**src/rtl/psod_pkg.sv**
```systemverilog
// Shared types and constants for the periodic sixth-order derivative block.
// Used by psod_ctrl, psod_datapath, psod_arith and the top level; no dependencies.
package psod_pkg;

    localparam int SAMPLE_W   = 32;
    localparam int LEN_W      = 11;
    localparam int INV_W      = 24;
    localparam int CFG_W      = 24;
    localparam int POS_W      = 10;
    localparam int TDATA_W    = 48;
    localparam int TAPS       = 7;
    localparam int WIN_D      = 6;
    localparam int HEAD_D     = 6;
    localparam int EXT_D      = 12;
    localparam int HEAD_IDX_W = 3;
    localparam int TAIL_W     = 3;

    localparam int DEF_MAX_LINE = 1024;
    localparam int MIN_LINE     = 7;

    localparam logic [LEN_W-1:0]  LEN_RESET = 11'd128;
    localparam logic [INV_W-1:0]  INV_RESET = 24'd65536;
    localparam logic [TAIL_W-1:0] TAIL_LAST = 3'd5;

    typedef enum logic {
        REG_LINE_LENGTH = 1'b0,
        REG_INV_SPACING = 1'b1
    } t_reg_idx;

    typedef logic [SAMPLE_W-1:0] t_sample;

    // controller -> datapath
    typedef struct packed {
        logic                  shift;
        logic                  head_wr;
        logic [HEAD_IDX_W-1:0] head_idx;
        logic                  load_ext;
        logic                  sel_ext;
        logic                  issue;
        logic [POS_W-1:0]      pos;
        logic                  done;
    } t_dp_cmd;

    // datapath -> controller
    typedef struct packed {
        logic issue_ok;
    } t_dp_status;

endpackage

```
**src/rtl/psod_ctrl.sv**
```systemverilog
// Line controller: sample counter, line length register and the wrap-around
// sequencer that issues the six wrapped results. Depends on psod_pkg.
module psod_ctrl #(
    parameter int MAX_LINE = psod_pkg::DEF_MAX_LINE
) (
    input  logic                         i_clk,
    input  logic                         i_rst_n,
    input  logic                         i_s_tvalid,
    output logic                         o_s_tready,
    input  logic                         i_cfg_valid,
    input  logic                         i_cfg_index,
    input  logic [psod_pkg::CFG_W-1:0]   i_cfg_data,
    output psod_pkg::t_dp_cmd            o_cmd,
    input  psod_pkg::t_dp_status         i_status
);
    import psod_pkg::*;

    localparam int CNT_W = $clog2(MAX_LINE);
    localparam int NW    = ($clog2(MAX_LINE + 1) > LEN_W) ? $clog2(MAX_LINE + 1) : LEN_W;
    localparam logic [NW-1:0] N_MIN = NW'(MIN_LINE);
    localparam logic [NW-1:0] N_MAX = NW'(MAX_LINE);

    typedef enum logic {
        ST_RUN,
        ST_TAIL
    } t_state;

    t_state             r_state, n_state;
    logic [LEN_W-1:0]   r_len,   n_len;
    logic [CNT_W-1:0]   r_count, n_count;
    logic [TAIL_W-1:0]  r_tail,  n_tail;

    logic [NW-1:0] len_ext, eff_n, count_ext, run_pos, tail_pos;
    logic          accept, last, head_phase, len_wr, in_tail;

    always_comb begin
        len_ext    = NW'(r_len);
        if (len_ext < N_MIN) begin
            eff_n = N_MIN;
        end else if (len_ext > N_MAX) begin
            eff_n = N_MAX;
        end else begin
            eff_n = len_ext;
        end
        count_ext  = NW'(r_count);
        last       = count_ext >= (eff_n - NW'(1));
        head_phase = r_count < CNT_W'(HEAD_D);
        in_tail    = (r_state == ST_TAIL);
        o_s_tready = !in_tail && i_status.issue_ok;
        accept     = i_s_tvalid && o_s_tready;
        len_wr     = i_cfg_valid && (i_cfg_index == REG_LINE_LENGTH);
        run_pos    = count_ext - NW'(3);
        // wrapped results: N-3, N-2, N-1, then 0, 1, 2
        tail_pos   = (r_tail < TAIL_W'(3)) ? (eff_n - NW'(3) + NW'(r_tail))
                                           : (NW'(r_tail) - NW'(3));

        o_cmd.shift    = accept;
        o_cmd.head_wr  = accept && head_phase;
        o_cmd.head_idx = r_count[HEAD_IDX_W-1:0];
        o_cmd.load_ext = accept && last;
        o_cmd.sel_ext  = in_tail;
        o_cmd.issue    = (accept && !head_phase) || (in_tail && i_status.issue_ok);
        o_cmd.pos      = in_tail ? tail_pos[POS_W-1:0] : run_pos[POS_W-1:0];
        o_cmd.done     = in_tail && (r_tail == TAIL_LAST);
    end

    always_comb begin
        n_state = r_state;
        n_len   = r_len;
        n_count = r_count;
        n_tail  = r_tail;
        unique case (r_state)
            ST_RUN: begin
                if (accept) begin
                    if (last) begin
                        n_count = '0;
                        n_tail  = '0;
                        n_state = ST_TAIL;
                    end else begin
                        n_count = r_count + CNT_W'(1);
                    end
                end
            end
            ST_TAIL: begin
                if (i_status.issue_ok) begin
                    if (r_tail == TAIL_LAST) begin
                        n_state = ST_RUN;
                    end else begin
                        n_tail = r_tail + TAIL_W'(1);
                    end
                end
            end
            default: n_state = ST_RUN;
        endcase
        // a new line length restarts the line
        if (len_wr) begin
            n_len   = i_cfg_data[LEN_W-1:0];
            n_count = '0;
            n_state = ST_RUN;
        end
    end

    always_ff @(posedge i_clk) begin
        if (!i_rst_n) begin
            r_state <= ST_RUN;
            r_len   <= LEN_RESET;
            r_count <= '0;
            r_tail  <= '0;
        end else begin
            r_state <= n_state;
            r_len   <= n_len;
            r_count <= n_count;
            r_tail  <= n_tail;
        end
    end

endmodule

```
**config.mk**
```make
export PLATFORM = sky130hd
export DESIGN_NAME = psod_ctrl
export DESIGN_NICKNAME = d
export VERILOG_FILES = /design/src/rtl/psod_pkg.sv /design/src/rtl/psod_ctrl.sv
export SDC_FILE = /design/constraint.sdc
export NUM_CORES = 1
export LEC_CHECK = 0
export ABC_AREA = 1
export BUFFER_PORTS_ARGS = -buffer_cell sky130_fd_sc_hd__buf_2
export CAP_MARGIN = 20
export CELL_PAD_IN_SITES_DETAIL_PLACEMENT = 0
export CELL_PAD_IN_SITES_GLOBAL_PLACEMENT = 1
export CORE_UTILIZATION = 30
export CTS_CLUSTER_SIZE = 8
export DETAILED_ROUTE_END_ITERATION = 6
export PLACE_DENSITY = 0.78
export SYNTH_ARGS = -nofsm -noshare
export SYNTH_HDL_FRONTEND = slang
export SYNTH_SLANG_ARGS = --single-unit
```
**constraint.sdc**
```tcl
create_clock -name i_clk -period 3.2 [get_ports i_clk]
set_clock_uncertainty 0.1 [all_clocks]
set_input_delay 0.64 -clock i_clk [delete_from_list [all_inputs] [get_ports i_clk]]
set_output_delay 0.64 -clock i_clk [all_outputs]
set_load 0.03 [all_outputs]
```
* After elaboration in Yosys (flattened, before gate mapping)
Index checks and enable logic that the tools add are counted.
** Storage, ports and cells
- Register bits after elaboration :: 25
- Input port bits :: 30
- Output and inout port bits :: 20
** Cells by class
- Add/subtract/negate cells :: 7
- Order comparisons :: 5
- Equality and inequality tests :: 5
- Mux-type cells :: 15
- Bitwise gates (word level) :: 3
- Reductions and logical operators :: 14
** Operators with widths (count)
- two-way mux 10 bit :: 3
- two-way mux 11 bit :: 2
- subtractor 10 x 2 -> 10 bit, second input constant :: 2
- two-way mux 3 bit :: 4
- greater-or-equal comparator 10 x 11 -> 1 bit :: 1
- > comparator 11 bit, second input constant :: 1
- less-than comparator 11 x 3 -> 1 bit, second input constant :: 1
- subtractor 11 x 1 -> 11 bit, second input constant :: 1
- adder 10 x 1 -> 10 bit, second input constant :: 1
- adder 10 x 3 -> 10 bit :: 1
- less-than comparator 10 x 3 -> 1 bit, second input constant :: 1
- logical AND 1 bit :: 8
- inequality test 2 bit, second input constant :: 4
- case mux 3 bit (2 select lines) :: 1
- two-way mux 1 bit :: 4
- AND reduction 4 bit :: 1
- subtractor 3 x 2 -> 4 bit, second input constant :: 1
- adder 3 x 1 -> 3 bit, second input constant :: 1
- equality test 3 bit, second input constant :: 1
- less-than comparator 3 x 2 -> 1 bit, second input constant :: 1
- inverter 1 bit :: 3
- zero test 1 bit :: 2
- case mux 1 bit (2 select lines) :: 1
- AND reduction 2 bit :: 1
- other kinds (2) :: 2

* Longest topological paths before layout
- Word-level depth :: 8
- Gate-level depth with buffers :: 23
- Depth with buffers taken out :: 23

* Worst setup path before layout
OpenSTA, ideal clock, no wires.
- Kind :: flip-flop to output port
- Start point :: register r_len[10], in the netlist len_ext[10]
- End point :: output o_cmd[8] in the netlist's numbering
- Data arrival time :: 3116 ps
- Data required time :: 2460 ps
- Setup slack :: -656 ps
- Stages on the path, launching flop included :: 17
- Path through :: dfxtp_1 > inv_1 > o21bai_4 > a21oi_1 > inv_1 > ha_1 > ha_1 > fa_1 > a21oi_1 > nor2_1 > nor2_1 > nor2_1 > o21ai_0 > nand2_1 > a21oi_1 > o21ai_0 > a32oi_1
** RTL lines
- start: declaration :: RTL line psod_ctrl.sv:29 : logic [LEN_W-1:0] r_len, n_len;
- start signal: assignment :: RTL line psod_ctrl.sv:111 : r_len <= n_len;
- end: declaration :: RTL line psod_ctrl.sv:13 : output psod_pkg::t_dp_cmd o_cmd,

==> impl_metrics.csv <==
group,metric,value,unit
yosys,synth_seq_area_share,20.11,%
yosys,synth_area_per_cell,6.619,um2
routing,avgViaCountPerCell,4.611,
global_route,wire_length_of_the_first_global_routing_pass,11.09,mm
routing,drt_drc_violations_left,0,
setup_path,cp_top_family,"compound AO/OA/AOI/OAI gates",
timing,grt_setup_unrepaired,"true",
run_status,outcome,"finished, violations left",
setup_path,path_class,"register to output port",
cts,cts_htree_levels,1,
placed_design,dpl_worst_slack,-483.4,ps
run_status,failing_checks,"setup timing",
cells_and_area,number_of_nets_in_the_layout,537,
timing,setup-violations-final,10,
power,irDropWorstVdd,0.1848,mV
timing,timing_max_transition_violations_final,0,
cells_and_area,final_layout_size_suffix_gt1_share,42.43,%
routing,first_pass_iters,4,
floorplan,num_rows,32,
floorplan,die-height,93.08,um
setup_path,critPathLaunchType,"register",
global_route,vias_in_the_first_global_route,2400,
floorplan,initial_core_utilization,31.55,%
cts,cell_at_the_root_of_the_clock_tree,"sky130_fd_sc_hd__clkbuf_8",
yosys,synthesis.nets,443,
cts,cts_max_path_buffers,2,
run,max_cap_violations,0,
cells_and_area,area.growth.synth_to_final,49.12,%
setup_path,worstPathCellList,"nor2_4, nand3_4, o21bai_4, a21oi_4, inv_1, ha_1, ha_2, fa_2, a21oi_2, nor2_1, nor2_2, nor2_2, o21ai_1, nand2_1, a21oi_2, o21ai_1, a32oi_2, buf_6",
yosys,synthTopCellsByArea,"sky130_fd_sc_hd__dfxtp_1 (20%), sky130_fd_sc_hd__ha_1 (18%), sky130_fd_sc_hd__nand2_1 (9.8%)",
routing,antenna_left,0,
floorplan,floorplan.die.width,93.08,um
yosys,netlist_instances,376,
routing,routed_wire_length_per_instance,12.11,um
global_route,grt_overflow,0,
yosys,yosys.cell_types.count,34,
routing,num_vias,2633,
setup_path,critical_path_buf_inv_count,2,
timing,period_minus_slack,3902,ps
cts,cts.sinks,25,
cells_and_area,diodes,0,
yosys,synthTopCellsByCount,"sky130_fd_sc_hd__nand2_1 (65), sky130_fd_sc_hd__nor2_1 (59), sky130_fd_sc_hd__inv_1 (58)",
yosys,synthMostInstantiatedCell,"sky130_fd_sc_hd__nand2_1",
yosys,mappedNetlistArea,0.002489,mm2
worst_hold_path,timing.hold.worst.start,"len_ext[0]",
yosys,ys.flop_type,"sky130_fd_sc_hd__dfxtp_1",
power,cellPowerDensity,278.3,mW/mm2
routing,wirelength,6.914,mm
global_route,antenna_found_initial,0,
cts,tritoncts_clock_tree,"yes",
yosys,synth_async_sr_flop_share,0,%
placed_design,port_buffers,36,
timing,achievable-frequency,0.2563,GHz
setup_path,r2r-start,"len_ext[7]",
floorplan,design.die.area,0.008664,mm2
timing,slew_headroom,34.30,%
setup_path,path_max_fanout,3,
yosys,synth_edf_count,0,
timing,tightestPinTransition,985.5,ps
worst_hold_path,worst_hold_path_type,"register to register",
placed_design,hpwlAfterDp,5.514,mm
cts,cts.reportedPaths.clkPinSlew,90,ps
routing,detail_route.iter0.violations,98,
timing,portion_of_the_clock_cycle_consumed_by_the_worst_path_in_the_final_layout,121.9,%
yosys,area_share_of_the_leading_cell_type_in_the_synthesized_netlist,20.11,%
setup_path,cp.arrival,3160,ps
timing,final-hold-violation-count,0,
cells_and_area,layout.filler_cells,795,
setup_path,setup.worst_path.end_class,"output port",
setup_path,critical_path.slowest_cell,"sky130_fd_sc_hd__fa_2",
placed_design,routabilityCongestion,0.8579,
setup_path,crit_required,2460,ps
yosys,yosysTopAreaCell,"sky130_fd_sc_hd__dfxtp_1",
timing,timing.hold.ws,457.0,ps
cts,worst_skew_pair.late_latency,270,ps
yosys,ys_ff_latch,25,
power,p_leak,0.001827,uW
cts,cts_buf_count,3,
global_route,grt_start_max_net_pins,15,
yosys,synth-warning-count,0,
timing,finalWorstSetupSlack,-702.4,ps
setup_path,critical_path.max_stage_delay,370,ps
setup_path,setup.worst_path.start,"len_ext[7]",
floorplan,i_o_pin_cnt,50,
floorplan,core_footprint,0.007888,mm2
global_route,grt_usage,15.89,%
[report_power, final]
part	switching (uW)	leakage, uW	internal (uW)
sequential	10.1	0.000207	323
combinational	269	0.00159	235
clock	108	0.0000255	87.4
total	387	0.00183	646
[registers in the layout (all words and copies together) (netlist names)]
name / flops
len_ext: 11
r_count: 10
r_tail: 3
in_tail: 1
[placed cells by master (no fill, tap or decap), drive strengths merged, types with 2 or more instances in the layout]
cell type / n
a221oi: 2
ha: 36
a32oi: 4
o21bai: 2
a21oi: 33
nand4: 4
dfxtp: 25
xor2: 13
clkbuf: 3
nand3: 12
nor2: 61
nor3: 5
o21ai: 31
buf: 99
inv: 58
or2: 3
nand2: 70
[tightest hold or removal path: cells and delay by family, from the launching register on]
kind             cells  cell delay (ps)
flip-flops           1              360
AND/OR/NAND/NOR      1               80
AO/OA/AOI/OAI        1               90
[area by class of cell]
| type | instances | area (um2) | share of cell area (%) |
|---|---|---|---|
| sequential | 25 | 514.2 | 13.86 |
| tap | 102 | 127.6 | 3.439 |
| clock inverter | 1 | 5.005 | 0.1349 |
| multi-input combinational | 283 | 2088 | 56.27 |
| inverter | 58 | 217.7 | 5.866 |
| timing repair buffer | 99 | 716.9 | 19.32 |
| clock buffer | 3 | 41.29 | 1.113 |
[worst paths after layout]
path / end / slack, ps / depth (start not counted)
setup / recovery: o_cmd[8] / -700 / 18
hold / removal: len_ext[0] / 460 / 2
setup reg to reg: r_count[9] / -20 / 20
hold reg to reg: len_ext[0] / 460 / 2
[cells by family after synthesis]
group                    share of synthesized area [%]
adder cells (fa/ha/maj)                          18.90
AO/OA/AOI/OAI                                    17.50
XOR/XNOR                                         4.927
AND/OR/NAND/NOR                                  27.55
flip-flops                                       20.11
buffers and inverters                            11.01
[metrics by stage]
stage	setup TNS [ps]	util [%]	cells	instance area, um2	power [uW]
6_report	-4243	47.05	571	3711	1033
5_1_grt	-7674	47.05	571	3711	1118
4_1_cts	-4665	42.80	568	3376	955.5
3_5_place_dp	-2871	41.20	563	3249	743.7
3_3_place_gp	-2442	41.20	563	3249	735.1
2_1_floorplan	-842.1	-	376	2555	577.2
[routing by layer]
| metal | vias up | GRT usage [%] | routed length, um | part of all wire [%] |
|---|---|---|---|---|
| li1 | 1401 | - | - | - |
| met1 | 1187 | 21.88 | 3291 | 48 |
| met2 | 39 | 26.84 | 3417 | 49 |
| met3 | 6 | 2.195 | 159 | 2.3 |
| met4 | 0 | 2.179 | 45 | 0.65 |
| met5 | - | 0 | 0 | 0 |
[repair_timing]
action                     in CTS  in global routing
resized for setup              28                 82
setup endpoints to repair      22                 23
buffers inserted                2                  3
hold buffers                    0                  0
pin swaps                      14                 31
hold endpoints to repair        0                  0
No activity file was read; power rests on OpenSTA's default activity.
