[src/rtl/psod_pkg.sv]
// Shared types and constants for the periodic sixth-order derivative block.
// Used by psod_ctrl, psod_datapath, psod_arith and the top level; no dependencies.
package psod_pkg;

    localparam int SAMPLE_W   = 32;
    localparam int LEN_W      = 11;
    localparam int INV_W      = 24;
    localparam int CFG_W      = 24;
    localparam int POS_W      = 10;
    localparam int TDATA_W    = 48;
    localparam int TAPS       = 7;
    localparam int WIN_D      = 6;
    localparam int HEAD_D     = 6;
    localparam int EXT_D      = 12;
    localparam int HEAD_IDX_W = 3;
    localparam int TAIL_W     = 3;

    localparam int DEF_MAX_LINE = 1024;
    localparam int MIN_LINE     = 7;

    localparam logic [LEN_W-1:0]  LEN_RESET = 11'd128;
    localparam logic [INV_W-1:0]  INV_RESET = 24'd65536;
    localparam logic [TAIL_W-1:0] TAIL_LAST = 3'd5;

    typedef enum logic {
        REG_LINE_LENGTH = 1'b0,
        REG_INV_SPACING = 1'b1
    } t_reg_idx;

    typedef logic [SAMPLE_W-1:0] t_sample;

    // controller -> datapath
    typedef struct packed {
        logic                  shift;
        logic                  head_wr;
        logic [HEAD_IDX_W-1:0] head_idx;
        logic                  load_ext;
        logic                  sel_ext;
        logic                  issue;
        logic [POS_W-1:0]      pos;
        logic                  done;
    } t_dp_cmd;

    // datapath -> controller
    typedef struct packed {
        logic issue_ok;
    } t_dp_status;

endpackage

[src/rtl/psod_arith.sv]
// Arithmetic pipeline: 7-tap stencil, inverse-spacing scale, divide by 60*2^16 with
// round-to-nearest and saturation. Depends on psod_pkg.
module psod_arith (
    input  logic                                         i_clk,
    input  logic                                         i_rst_n,
    input  logic                                         i_valid,
    output logic                                         o_ready,
    input  psod_pkg::t_sample [psod_pkg::TAPS-1:0]       i_taps,
    input  logic [psod_pkg::POS_W-1:0]                   i_pos,
    input  logic                                         i_done,
    input  logic [psod_pkg::INV_W-1:0]                   i_inv,
    output logic                                         o_m_tvalid,
    input  logic                                         i_m_tready,
    output logic [psod_pkg::TDATA_W-1:0]                 o_m_tdata,   // [31:0] derivative, [41:32] position
    output logic                                         o_m_tuser,   // [0] saturated
    output logic                                         o_m_tlast
);
    import psod_pkg::*;

    localparam int STAGES      = 9;
    localparam int DIFF_W      = SAMPLE_W + 1;
    localparam int SUM_W       = 39;
    localparam int MAG_W       = 38;
    localparam int INV_H       = INV_W / 2;
    localparam int PP_W        = MAG_W + INV_H;
    localparam int PROD_W      = 63;
    localparam int ROUND_SHIFT = 18;
    localparam int QY_W        = PROD_W - ROUND_SHIFT;
    localparam int Z_W         = 35;
    localparam int RC_W        = 36;
    localparam int RC_H        = RC_W / 2;
    localparam int PM_W        = Z_W + RC_H;
    localparam int ACC_W       = Z_W + RC_W;
    localparam int RC_SHIFT    = 39;
    localparam int Q_W         = ACC_W - RC_SHIFT;
    localparam int R_W         = Q_W + 4;

    localparam logic [PROD_W-1:0] ROUND_HALF = 63'd1966080;       // half of 15 * 2^18
    localparam logic [RC_W-1:0]   RECIP15    = 36'd36650387592;   // floor(2^39 / 15)
    localparam logic [QY_W-1:0]   SAT_POS    = 45'd32212254720;   // 15 * 2^31
    localparam logic [QY_W-1:0]   SAT_NEG    = 45'd32212254735;   // 15 * (2^31 + 1)
    localparam logic [R_W-1:0]    DIV_K      = 36'd15;

    typedef struct packed {
        logic [POS_W-1:0] pos;
        logic             done;
        logic             neg;
    } t_side;

    logic [STAGES-1:0] r_vld;
    logic [STAGES-1:0] adv;
    t_side             r_side [STAGES];

    logic signed [DIFF_W-1:0] r_d_out, r_d_mid, r_d_in;
    logic signed [SUM_W-1:0]  r_t_out, r_t_mid, r_t_in;
    logic signed [SUM_W-1:0]  r_sum;
    logic [MAG_W-1:0]         r_mag;
    logic [PP_W-1:0]          r_ppa, r_ppb;
    logic [QY_W-1:0]          r_y;
    logic                     r_over6, r_over7, r_sat;
    logic [Z_W-1:0]           r_z6, r_z7;
    logic [PM_W-1:0]          r_pml, r_pmh;
    logic [Q_W-1:0]           r_q1;
    logic [SAMPLE_W-1:0]      r_deriv;

    logic signed [SUM_W-1:0]  mid_x, in_x, abs_sum;
    logic [PROD_W-1:0]        prod;
    logic [Z_W-1:0]           z;
    logic [ACC_W-1:0]         acc;
    logic [R_W-1:0]           prod15, rem;
    logic [Q_W-1:0]           q;
    logic [SAMPLE_W-1:0]      deriv;
    logic                     over;

    // back-pressure: a stage loads when empty or when the next stage takes its word
    always_comb begin
        adv[STAGES-1] = !r_vld[STAGES-1] || i_m_tready;
        for (int k = STAGES - 2; k >= 0; k--) begin
            adv[k] = !r_vld[k] || adv[k+1];
        end
    end
    assign o_ready = adv[0];

    always_comb begin
        mid_x   = SUM_W'(r_d_mid);
        in_x    = SUM_W'(r_d_in);
        abs_sum = r_sum[SUM_W-1] ? -r_sum : r_sum;
        prod    = PROD_W'(r_ppa) + (PROD_W'(r_ppb) << INV_H) + ROUND_HALF;
        z       = r_y[Z_W-1:0];
        over    = r_side[5].neg ? (r_y >= SAT_NEG) : (r_y >= SAT_POS);
        acc     = ACC_W'(r_pml) + (ACC_W'(r_pmh) << RC_H);
        prod15  = (R_W'(r_q1) << 4) - R_W'(r_q1);
        rem     = R_W'(r_z7) - prod15;
        q       = r_q1 + Q_W'(rem >= DIV_K);
        if (r_over7) begin
            deriv = r_side[7].neg ? 32'h8000_0000 : 32'h7FFF_FFFF;
        end else begin
            deriv = r_side[7].neg ? SAMPLE_W'(-q) : SAMPLE_W'(q);
        end
    end

    always_ff @(posedge i_clk) begin
        if (!i_rst_n) begin
            r_vld <= '0;
        end else begin
            if (adv[0]) r_vld[0] <= i_valid;
            for (int k = 1; k < STAGES; k++) begin
                if (adv[k]) r_vld[k] <= r_vld[k-1];
            end
        end
    end

    always_ff @(posedge i_clk) begin
        if (adv[0]) begin
            r_side[0] <= '{pos: i_pos, done: i_done, neg: 1'b0};
            r_d_out   <= DIFF_W'($signed(i_taps[6])) - DIFF_W'($signed(i_taps[0]));
            r_d_mid   <= DIFF_W'($signed(i_taps[1])) - DIFF_W'($signed(i_taps[5]));
            r_d_in    <= DIFF_W'($signed(i_taps[4])) - DIFF_W'($signed(i_taps[2]));
        end
        // stage 3 loads its side word together with the sign
        for (int k = 1; k < STAGES; k++) begin
            if (adv[k] && (k != 3)) r_side[k] <= r_side[k-1];
        end
        if (adv[1]) begin
            r_t_out <= SUM_W'(r_d_out);
            r_t_mid <= (mid_x <<< 3) + mid_x;
            r_t_in  <= (in_x <<< 5) + (in_x <<< 3) + (in_x <<< 2) + in_x;
        end
        if (adv[2]) begin
            r_sum <= r_t_out + r_t_mid + r_t_in;
        end
        if (adv[3]) begin
            r_mag     <= abs_sum[MAG_W-1:0];
            r_side[3] <= '{pos: r_side[2].pos, done: r_side[2].done, neg: r_sum[SUM_W-1]};
        end
        if (adv[4]) begin
            r_ppa <= PP_W'(r_mag) * PP_W'(i_inv[INV_H-1:0]);
            r_ppb <= PP_W'(r_mag) * PP_W'(i_inv[INV_W-1:INV_H]);
        end
        if (adv[5]) begin
            r_y <= prod[PROD_W-1:ROUND_SHIFT];
        end
        if (adv[6]) begin
            r_over6 <= over;
            r_z6    <= z;
            r_pml   <= PM_W'(z) * PM_W'(RECIP15[RC_H-1:0]);
            r_pmh   <= PM_W'(z) * PM_W'(RECIP15[RC_W-1:RC_H]);
        end
        if (adv[7]) begin
            r_q1    <= acc[ACC_W-1:RC_SHIFT];
            r_z7    <= r_z6;
            r_over7 <= r_over6;
        end
        if (adv[8]) begin
            r_deriv <= deriv;
            r_sat   <= r_over7;
        end
    end

    assign o_m_tvalid = r_vld[STAGES-1];
    assign o_m_tdata  = TDATA_W'({r_side[STAGES-1].pos, r_deriv});
    assign o_m_tuser  = r_sat;
    assign o_m_tlast  = r_side[STAGES-1].done;

endmodule

[src/rtl/psod_datapath.sv]
// Datapath: sample window, head store, wrap-around tap line, inverse spacing register,
// and the arithmetic pipeline. Depends on psod_pkg and psod_arith.
module psod_datapath (
    input  logic                             i_clk,
    input  logic                             i_rst_n,
    input  psod_pkg::t_dp_cmd                i_cmd,
    output psod_pkg::t_dp_status             o_status,
    input  psod_pkg::t_sample                i_sample,
    input  logic                             i_cfg_valid,
    input  logic                             i_cfg_index,
    input  logic [psod_pkg::CFG_W-1:0]       i_cfg_data,
    output logic                             o_m_tvalid,
    input  logic                             i_m_tready,
    output logic [psod_pkg::TDATA_W-1:0]     o_m_tdata,   // [31:0] derivative, [41:32] position
    output logic                             o_m_tuser,   // [0] saturated
    output logic                             o_m_tlast
);
    import psod_pkg::*;

    t_sample              r_win  [WIN_D];
    t_sample              r_head [HEAD_D];
    t_sample              r_ext  [EXT_D];
    logic [INV_W-1:0]     r_inv;
    t_sample [TAPS-1:0]   taps;
    logic                 ready;

    always_ff @(posedge i_clk) begin
        if (!i_rst_n) begin
            for (int i = 0; i < WIN_D; i++) r_win[i] <= '0;
            r_inv <= INV_RESET;
        end else begin
            if (i_cmd.shift) begin
                for (int i = 0; i < WIN_D - 1; i++) r_win[i] <= r_win[i+1];
                r_win[WIN_D-1] <= i_sample;
            end
            if (i_cfg_valid && (i_cfg_index == REG_INV_SPACING)) begin
                r_inv <= i_cfg_data[INV_W-1:0];
            end
        end
    end

    always_ff @(posedge i_clk) begin
        if (i_cmd.head_wr) r_head[i_cmd.head_idx] <= i_sample;
    end

    // On the last sample, capture the line end followed by the line start; then
    // advance one position per wrapped result.
    always_ff @(posedge i_clk) begin
        if (i_cmd.load_ext) begin
            for (int i = 0; i < WIN_D - 1; i++) r_ext[i] <= r_win[i+1];
            r_ext[WIN_D-1] <= i_sample;
            for (int i = 0; i < HEAD_D; i++) r_ext[WIN_D+i] <= r_head[i];
        end else if (i_cmd.sel_ext && i_cmd.issue) begin
            for (int i = 0; i < EXT_D - 1; i++) r_ext[i] <= r_ext[i+1];
        end
    end

    always_comb begin
        for (int i = 0; i < WIN_D; i++) begin
            taps[i] = i_cmd.sel_ext ? r_ext[i] : r_win[i];
        end
        taps[TAPS-1] = i_cmd.sel_ext ? r_ext[TAPS-1] : i_sample;
    end

    psod_arith u_arith (
        .i_clk      (i_clk),
        .i_rst_n    (i_rst_n),
        .i_valid    (i_cmd.issue),
        .o_ready    (ready),
        .i_taps     (taps),
        .i_pos      (i_cmd.pos),
        .i_done     (i_cmd.done),
        .i_inv      (r_inv),
        .o_m_tvalid (o_m_tvalid),
        .i_m_tready (i_m_tready),
        .o_m_tdata  (o_m_tdata),
        .o_m_tuser  (o_m_tuser),
        .o_m_tlast  (o_m_tlast)
    );

    assign o_status.issue_ok = ready;

endmodule

[config.mk]
export PLATFORM = sky130hd
export DESIGN_NAME = psod_datapath
export DESIGN_NICKNAME = d
export VERILOG_FILES = /design/src/rtl/psod_pkg.sv /design/src/rtl/psod_arith.sv /design/src/rtl/psod_datapath.sv
export SDC_FILE = /design/constraint.sdc
export NUM_CORES = 2
export LEC_CHECK = 0
export BUFFER_PORTS_ARGS = -buffer_cell sky130_fd_sc_hd__buf_2
export CAP_MARGIN = 0
export CORE_MARGIN = 4
export CORE_UTILIZATION = 48
export CTS_CLUSTER_DIAMETER = 80
export DETAILED_ROUTE_END_ITERATION = 6
export GPL_TIMING_DRIVEN = 0
export SYNTH_ARGS = -nofsm -noshare
export SYNTH_HDL_FRONTEND = slang
export SYNTH_SLANG_ARGS = --single-unit
[constraint.sdc]
create_clock -name i_clk -period 13.5 [get_ports i_clk]
set_clock_uncertainty 0.1 [all_clocks]
set_input_delay 1.35 -clock i_clk [delete_from_list [all_inputs] [get_ports i_clk]]
set_output_delay 1.35 -clock i_clk [all_outputs]
set_load 0.01 [all_outputs]
# Yosys cells after proc, flatten, opt, wreduce, memory -nomap -nowiden
# Memory sizes are Yosys's and may differ from the RTL's.
# Index checks and enable logic that the tools add are counted.
[word_totals]
reg_bits = 702
latch_bits = 0
mem_bits_rw = 876
mem_bits_ro = 0
in_bits = 80
output_inout_bits = 52
word_cells = 152
mem_count = 4
[memory_table]
columns = ["memory", "words", "width", "rd", "rd_clocked_by_memory_dff", "wr", "line_no", "source"]
rows = [
  ["r_ext", 12, 32, 12, 0, 12, "psod_datapath.sv:22", "t_sample r_ext [EXT_D];"],
  ["r_head", 6, 32, 6, 0, 1, "psod_datapath.sv:21", "t_sample r_head [HEAD_D];"],
  ["r_win", 6, 32, 6, 0, 6, "psod_datapath.sv:20", "t_sample r_win [WIN_D];"],
  ["u_arith.r_side", 9, 12, 9, 0, 9, "psod_arith.sv:52", "t_side r_side [STAGES];"],
]
[classes]
n_addsub = 17
n_mul = 4
div_mod_pow = 0
order_cmp = 3
eq_ne = 0
shifts = 0
muxes = 57
n_bitwise = 17
n_reduce_logical = 20
[op_table]
columns = ["cell", "n"]
rows = [
  ["2-to-1 mux 32 bit", 26],
  ["multiplier 38 x 12 -> 50 bit", 2],
  ["subtractor 32 x 32 -> 33 bit", 3],
  [">= comparator 45 x 35 -> 1 bit, second input constant", 2],
  ["adder 51 x 71 -> 71 bit", 1],
  ["adder 50 x 62 -> 63 bit", 1],
  ["adder 63 x 21 -> 63 bit, second input constant", 1],
  ["multiplier 35 x 17 -> 52 bit, second input constant", 1],
  ["multiplier 35 x 13 -> 48 bit, second input constant", 1],
  ["adder 33 x 39 -> 39 bit", 1],
  ["adder 38 x 36 -> 39 bit", 1],
  ["adder 39 x 33 -> 39 bit", 1],
  ["adder 39 x 35 -> 39 bit", 1],
  ["adder 39 bit", 1],
  ["2-to-1 mux 38 bit", 1],
  ["negator 38 bit", 1],
  ["adder 36 x 33 -> 37 bit", 1],
  [">= comparator 36 x 4 -> 1 bit, second input constant", 1],
  ["subtractor 35 x 36 -> 36 bit", 1],
  ["subtractor 36 x 32 -> 36 bit", 1],
  ["adder 32 x 1 -> 32 bit", 1],
  ["negator 32 bit", 1],
  ["2-to-1 mux 1 bit", 30],
  ["OR 1 bit", 17],
  ["other kinds (3)", 20],
]

# Logic depth before layout (Yosys ltp)
[depth]
word_depth = 12
ltp_mapped = 34
mapped_depth_nobuf = 32

# Hierarchy
# A second synthesis with hierarchy kept.
[hier_totals]
cells_unflattened = 9128
hier_area_um2 = 108909.5
[by_module_without_submodules]
columns = ["mod", "n_inst", "cells_per_inst", "area_per_inst_um2", "seq_area_each_um2"]
rows = [
  ["psod_arith", 1, 7364, 76355.7, 22371.5],
  ["psod_datapath", 1, 1764, 32553.7, 23542.6],
]

# Least setup slack after synthesis
# OpenSTA, ideal clock, no wires.
[synth_path]
kind = "input-to-reg"
from = "input port i_cmd[12] (netlist name)"
to = "memory r_ext[0][0] (netlist name), enable pin"
setup_time_ps = 715
arrival_ps = 9380
t_required_ps = 12685
slack_ps = 3305
path_stages = 4
path_buffers = 3
cell_sequence = "clkbuf_1 > clkbuf_1 > clkbuf_1 > a21o_1"
[synth_rtl]
columns = ["element", "line_no", "source"]
rows = [
  ["start, declared", "psod_datapath.sv:6", "input psod_pkg::t_dp_cmd i_cmd,"],
  ["end, declared", "psod_datapath.sv:22", ""],
]

# Worst setup path in the final report
[layout_path]
from = "register u_arith.r_q1[26]"
to = "register u_arith.r_deriv[30], data pin"
[layout_between]
elab_chain_len = 7
[layout_lines]
columns = ["element", "line_no", "source"]
rows = [
  ["start, declared", "psod_arith.sv:63", "logic [Q_W-1:0] r_q1;"],
  ["start signal, assigned", "psod_arith.sv:150", "r_q1 <= acc[ACC_W-1:RC_SHIFT];"],
  ["subtractor 36 x 32 -> 36 bit", "psod_arith.sv:92", "prod15 = (R_W'(r_q1) << 4) - R_W'(r_q1);"],
  ["subtractor 35 x 36 -> 36 bit", "psod_arith.sv:93", "rem = R_W'(r_z7) - prod15;"],
  [">= comparator 36 x 4 -> 1 bit", "psod_arith.sv:94", "q = r_q1 + Q_W'(rem >= DIV_K);"],
  ["adder 32 x 1 -> 32 bit *", "psod_arith.sv:94", ""],
  ["negator 32 bit", "psod_arith.sv:98", "deriv = r_side[7].neg ? SAMPLE_W'(-q) : SAMPLE_W'(q);"],
  ["2-to-1 mux 32 bit *", "psod_arith.sv:98", ""],
  ["2-to-1 mux 32 bit *", "psod_arith.sv:95", "if (r_over7) begin"],
  ["via u_arith.deriv[30]", "psod_arith.sv:72", "logic [SAMPLE_W-1:0] deriv;"],
  ["end signal, assigned", "psod_arith.sv:155", "r_deriv <= deriv;"],
  ["end, declared", "psod_arith.sv:64", "logic [SAMPLE_W-1:0] r_deriv;"],
]
# The timed path passes the listed nets; every way through them passes the cells marked *.
# A chain may end at the register's enable or synchronous reset.

==> impl_metrics.env <==
export IMPL_ff2ff_setup_slack_ns=4.16
export IMPL_drc=2
export IMPL_worstPathArrival_ns=9.79
export IMPL_violations="DRC"
export IMPL_holdCritStartpoint="u_arith.r_side[5][11]"
export IMPL_yosysWarningCount=0
export IMPL_cpMostUsedCell="a2111oi_0"
export IMPL_r2r_start="u_arith.r_q1[26]"
export IMPL_slowest_delay_ns=0.68
export IMPL_insertion_delay_ns=0.86
export IMPL_finalInstanceArea_mm2=0.118
export IMPL_cp_max_fo=8
export IMPL_fin_crit_sh=0.692
export IMPL_drive_gt1_frac=0.0977
export IMPL_clkTransAtPathRegs_ns=0.06
export IMPL_multiInputGateArea_mm2=0.0563
export IMPL_endpoint_kind="flip-flop"
export IMPL_rsz0062_at_grt="false"
export IMPL_syn_area_mm2=0.107
export IMPL_n_fill_cell=19166
export IMPL_totalWireLength_um=288000
export IMPL_first_pass_iters=7
export IMPL_finalHoldViolCount=0
export IMPL_synthFlopType="edfxtp_1"
export IMPL_fin_nets=11046
export IMPL_post_cts_setup_buffer_count=0
export IMPL_place_area_mm2=0.112
export IMPL_fp_dieArea_mm2=0.231
export IMPL_async_reset_ff_frac=0
export IMPL_worstMarginPinSlew_ns=1.49
export IMPL_tns_ns=0
export IMPL_wl_per_cell_um=23.1
export IMPL_die_width_um=481
export IMPL_critPathKind="flip-flop to flip-flop"
export IMPL_synth_top_area_cell="edfxtp_1"
export IMPL_cts_buffers=174
export IMPL_grt_max_degree=98
export IMPL_synth_top_cells_by_area="edfxtp_1, fa_1, ha_1"
export IMPL_cts_root_buffer="clkbuf_16"
export IMPL_start_util=0.483
export IMPL_syn_to_final_growth_pct=10.3
export IMPL_io_pins=132
export IMPL_ys_ff_latch=1540
export IMPL_startpoint_type="flip-flop"
export IMPL_antenna_left=0
export IMPL_core_area_mm2=0.222
export IMPL_hold_buffers=0
export IMPL_syn_inst=8989
export IMPL_final_setup_viol_count=0
export IMPL_status="finished, violations left"
export IMPL_vias_per_cell=5.53
export IMPL_fmax_ghz=0.107
export IMPL_dpl_cell_count=12120
export IMPL_cp_required_ns=13.95
export IMPL_cap_violations=0
export IMPL_post_cts_resized=0
export IMPL_max_clock_path_buffers=3
export IMPL_synth_edf_count=1507
export IMPL_drtIter0Drc=4565
export IMPL_grt_use_total=0.252
export IMPL_setup_ws_ns=4.16
export IMPL_clock_sinks=1540
export IMPL_max_slew_margin_rel=0.00691
export IMPL_dr_total_vias=68802
export IMPL_postSynthAreaPerCell_um2=11.9
export IMPL_whs_path_depth=0
export IMPL_place_ws_ns=4.22
export IMPL_gp_congestion=0.936
export IMPL_yosys_area_top_type_share=0.422
export IMPL_synth_distinct_cells=88
export IMPL_layout_min_cycle_time_ns=9.34
export IMPL_cp_slowest_cell="a2111oi_0"
export IMPL_grt_pass1_vias=73127
export IMPL_grt_pass1_wl_um=440000
export IMPL_cts_htree_levels=4
export IMPL_die_height_um=481
export IMPL_r2r_end="u_arith.r_deriv[30]"
export IMPL_yosysSeqAreaShare=0.428
export IMPL_rr_worst_depth=32
export IMPL_min_to="u_arith.r_side[6][11]"
export IMPL_dp_hpwl_um=228000
export IMPL_final_instance_count_excl_fill=12448
export IMPL_port_buffers=122
export IMPL_ff_latch_area_mm2=0.0459
export IMPL_antenna_found_initial=18
export IMPL_rows=173
export IMPL_overflow=0
export IMPL_hold_class="flip-flop to flip-flop"
export IMPL_cts_tree="done"
export IMPL_final_max_slew_viol_count=0
cells in the mapped netlist, types with 11 or more instances:
library cell	instances
a2111oi_0	12
a211oi_1	26
a21boi_0	43
a21o_1	187
a21oi_1	374
a31o_2	11
a31oi_1	33
and2_1	279
and3_1	235
buf_1	21
clkbuf_1	302
dfxtp_1	33
edfxtp_1	1507
fa_1	934
ha_1	711
inv_1	1048
mux2_2	446
mux2i_1	103
nand2_1	944
nand2b_1	65
nand3_1	102
nand4_1	46
nor2_1	268
nor2b_1	67
nor3_1	74
nor4_1	26
o2111ai_1	12
o211ai_1	14
o21a_1	68
o21ai_0	212
o21bai_1	53
o22ai_1	16
o31ai_1	28
or2_2	13
or3_1	25
xnor2_1	345
xor2_1	133
sequential cells by signal, summed over array words and instances, names as in the netlist, 37 cells and up:
signal / count
u_arith.r_y: 45
u_arith.r_side: 104
u_arith.r_ppb: 50
u_arith.r_ppa: 38
u_arith.r_t_in: 39
u_arith.r_pml: 44
u_arith.r_t_mid: 37
u_arith.r_sum: 39
r_head: 192
r_ext: 384
r_win: 192
u_arith.r_mag: 38
layout make-up:
type,count,share of cell area
Clock inverter,110,0.0113
Multi-Input combinational cell,6074,0.476
Inverter,1049,0.0333
Sequential cell,1540,0.388
Clock buffer,209,0.0385
Tap cell,2975,0.0315
Timing Repair Buffer,151,0.0106
Buffer,331,0.0108
Antenna cell,9,0.000190
worst max-delay path, delay by kind of cell (launching register included):
kind	cells	cell delay, ns
AO/OA/AOI/OAI	12	3.76
AND/OR/NAND/NOR	11	2.50
buffers and inverters	5	1.08
adder cells (fa/ha/maj)	3	1.08
flip-flops	1	0.40
XOR/XNOR	1	0.13
cell families (layout without fill, tap and decap cells):
family          after synthesis  count (layout)  share of synthesized area
simple gates               2190            2190                     0.0985
fa+ha+maj                  1645            1645                      0.257
flops                      1540            1540                      0.428
buf+inv                    1380            1850                     0.0485
compound gates             1206            1206                     0.0727
mux                         549             549                     0.0564
xor+xnor                    478             478                     0.0390
other cells                   1              15                  0.0000349
worst max path at each step:
stage                          start             endpoint  slack [ns]  depth (start not counted)
finish              u_arith.r_q1[26]  u_arith.r_deriv[30]        4.16                         32
global route        u_arith.r_q1[26]  u_arith.r_deriv[30]        3.42                         32
floorplan                  i_cmd[12]          r_ext[0][0]        3.31                          4
detailed placement  u_arith.r_q1[26]  u_arith.r_deriv[26]        4.22                         32
CTS                 u_arith.r_q1[26]  u_arith.r_deriv[26]        4.15                         33
global placement           i_cmd[12]         r_ext[0][29]       -2.08                          4
cell usage in the layout, fill, tap and decap left out, types with 133 or more instances in the layout:
| cell | n |
|---|---|
| nor2_1 | 264 |
| a21oi_1 | 374 |
| and2_1 | 279 |
| mux2_2 | 446 |
| a21o_1 | 186 |
| xor2_1 | 133 |
| ha_1 | 711 |
| xnor2_1 | 345 |
| clkbuf_1 | 331 |
| inv_1 | 1043 |
| and3_1 | 235 |
| o21ai_0 | 212 |
| nand2_1 | 941 |
| edfxtp_1 | 1507 |
| clkbuf_16 | 177 |
| fa_1 | 934 |
through the flow:
| stage | util | hold slack [ns] |
|---|---|---|
| after CTS | 0.532 | 0.268 |
| after global routing | 0.532 | 0.295 |
| after detailed placement | 0.506 | 0.305 |
| after global placement | 0.502 | 0.300 |
| final | 0.532 | 0.286 |
| after floorplan | - | 0.300 |
routing by layer:
layer  GRT usage  routed length [µm]  vias to the layer above
met4       0.106               14000                        8
li1            -                   -                    31634
met2       0.446              145000                     1847
met1       0.312              114000                    34780
met5           0                  56                        -
met3      0.0314               14100                      533
Power is left out: the tool's default activity adds up to more than one toggle a clock period on the data nets, which glitch-free logic cannot reach.
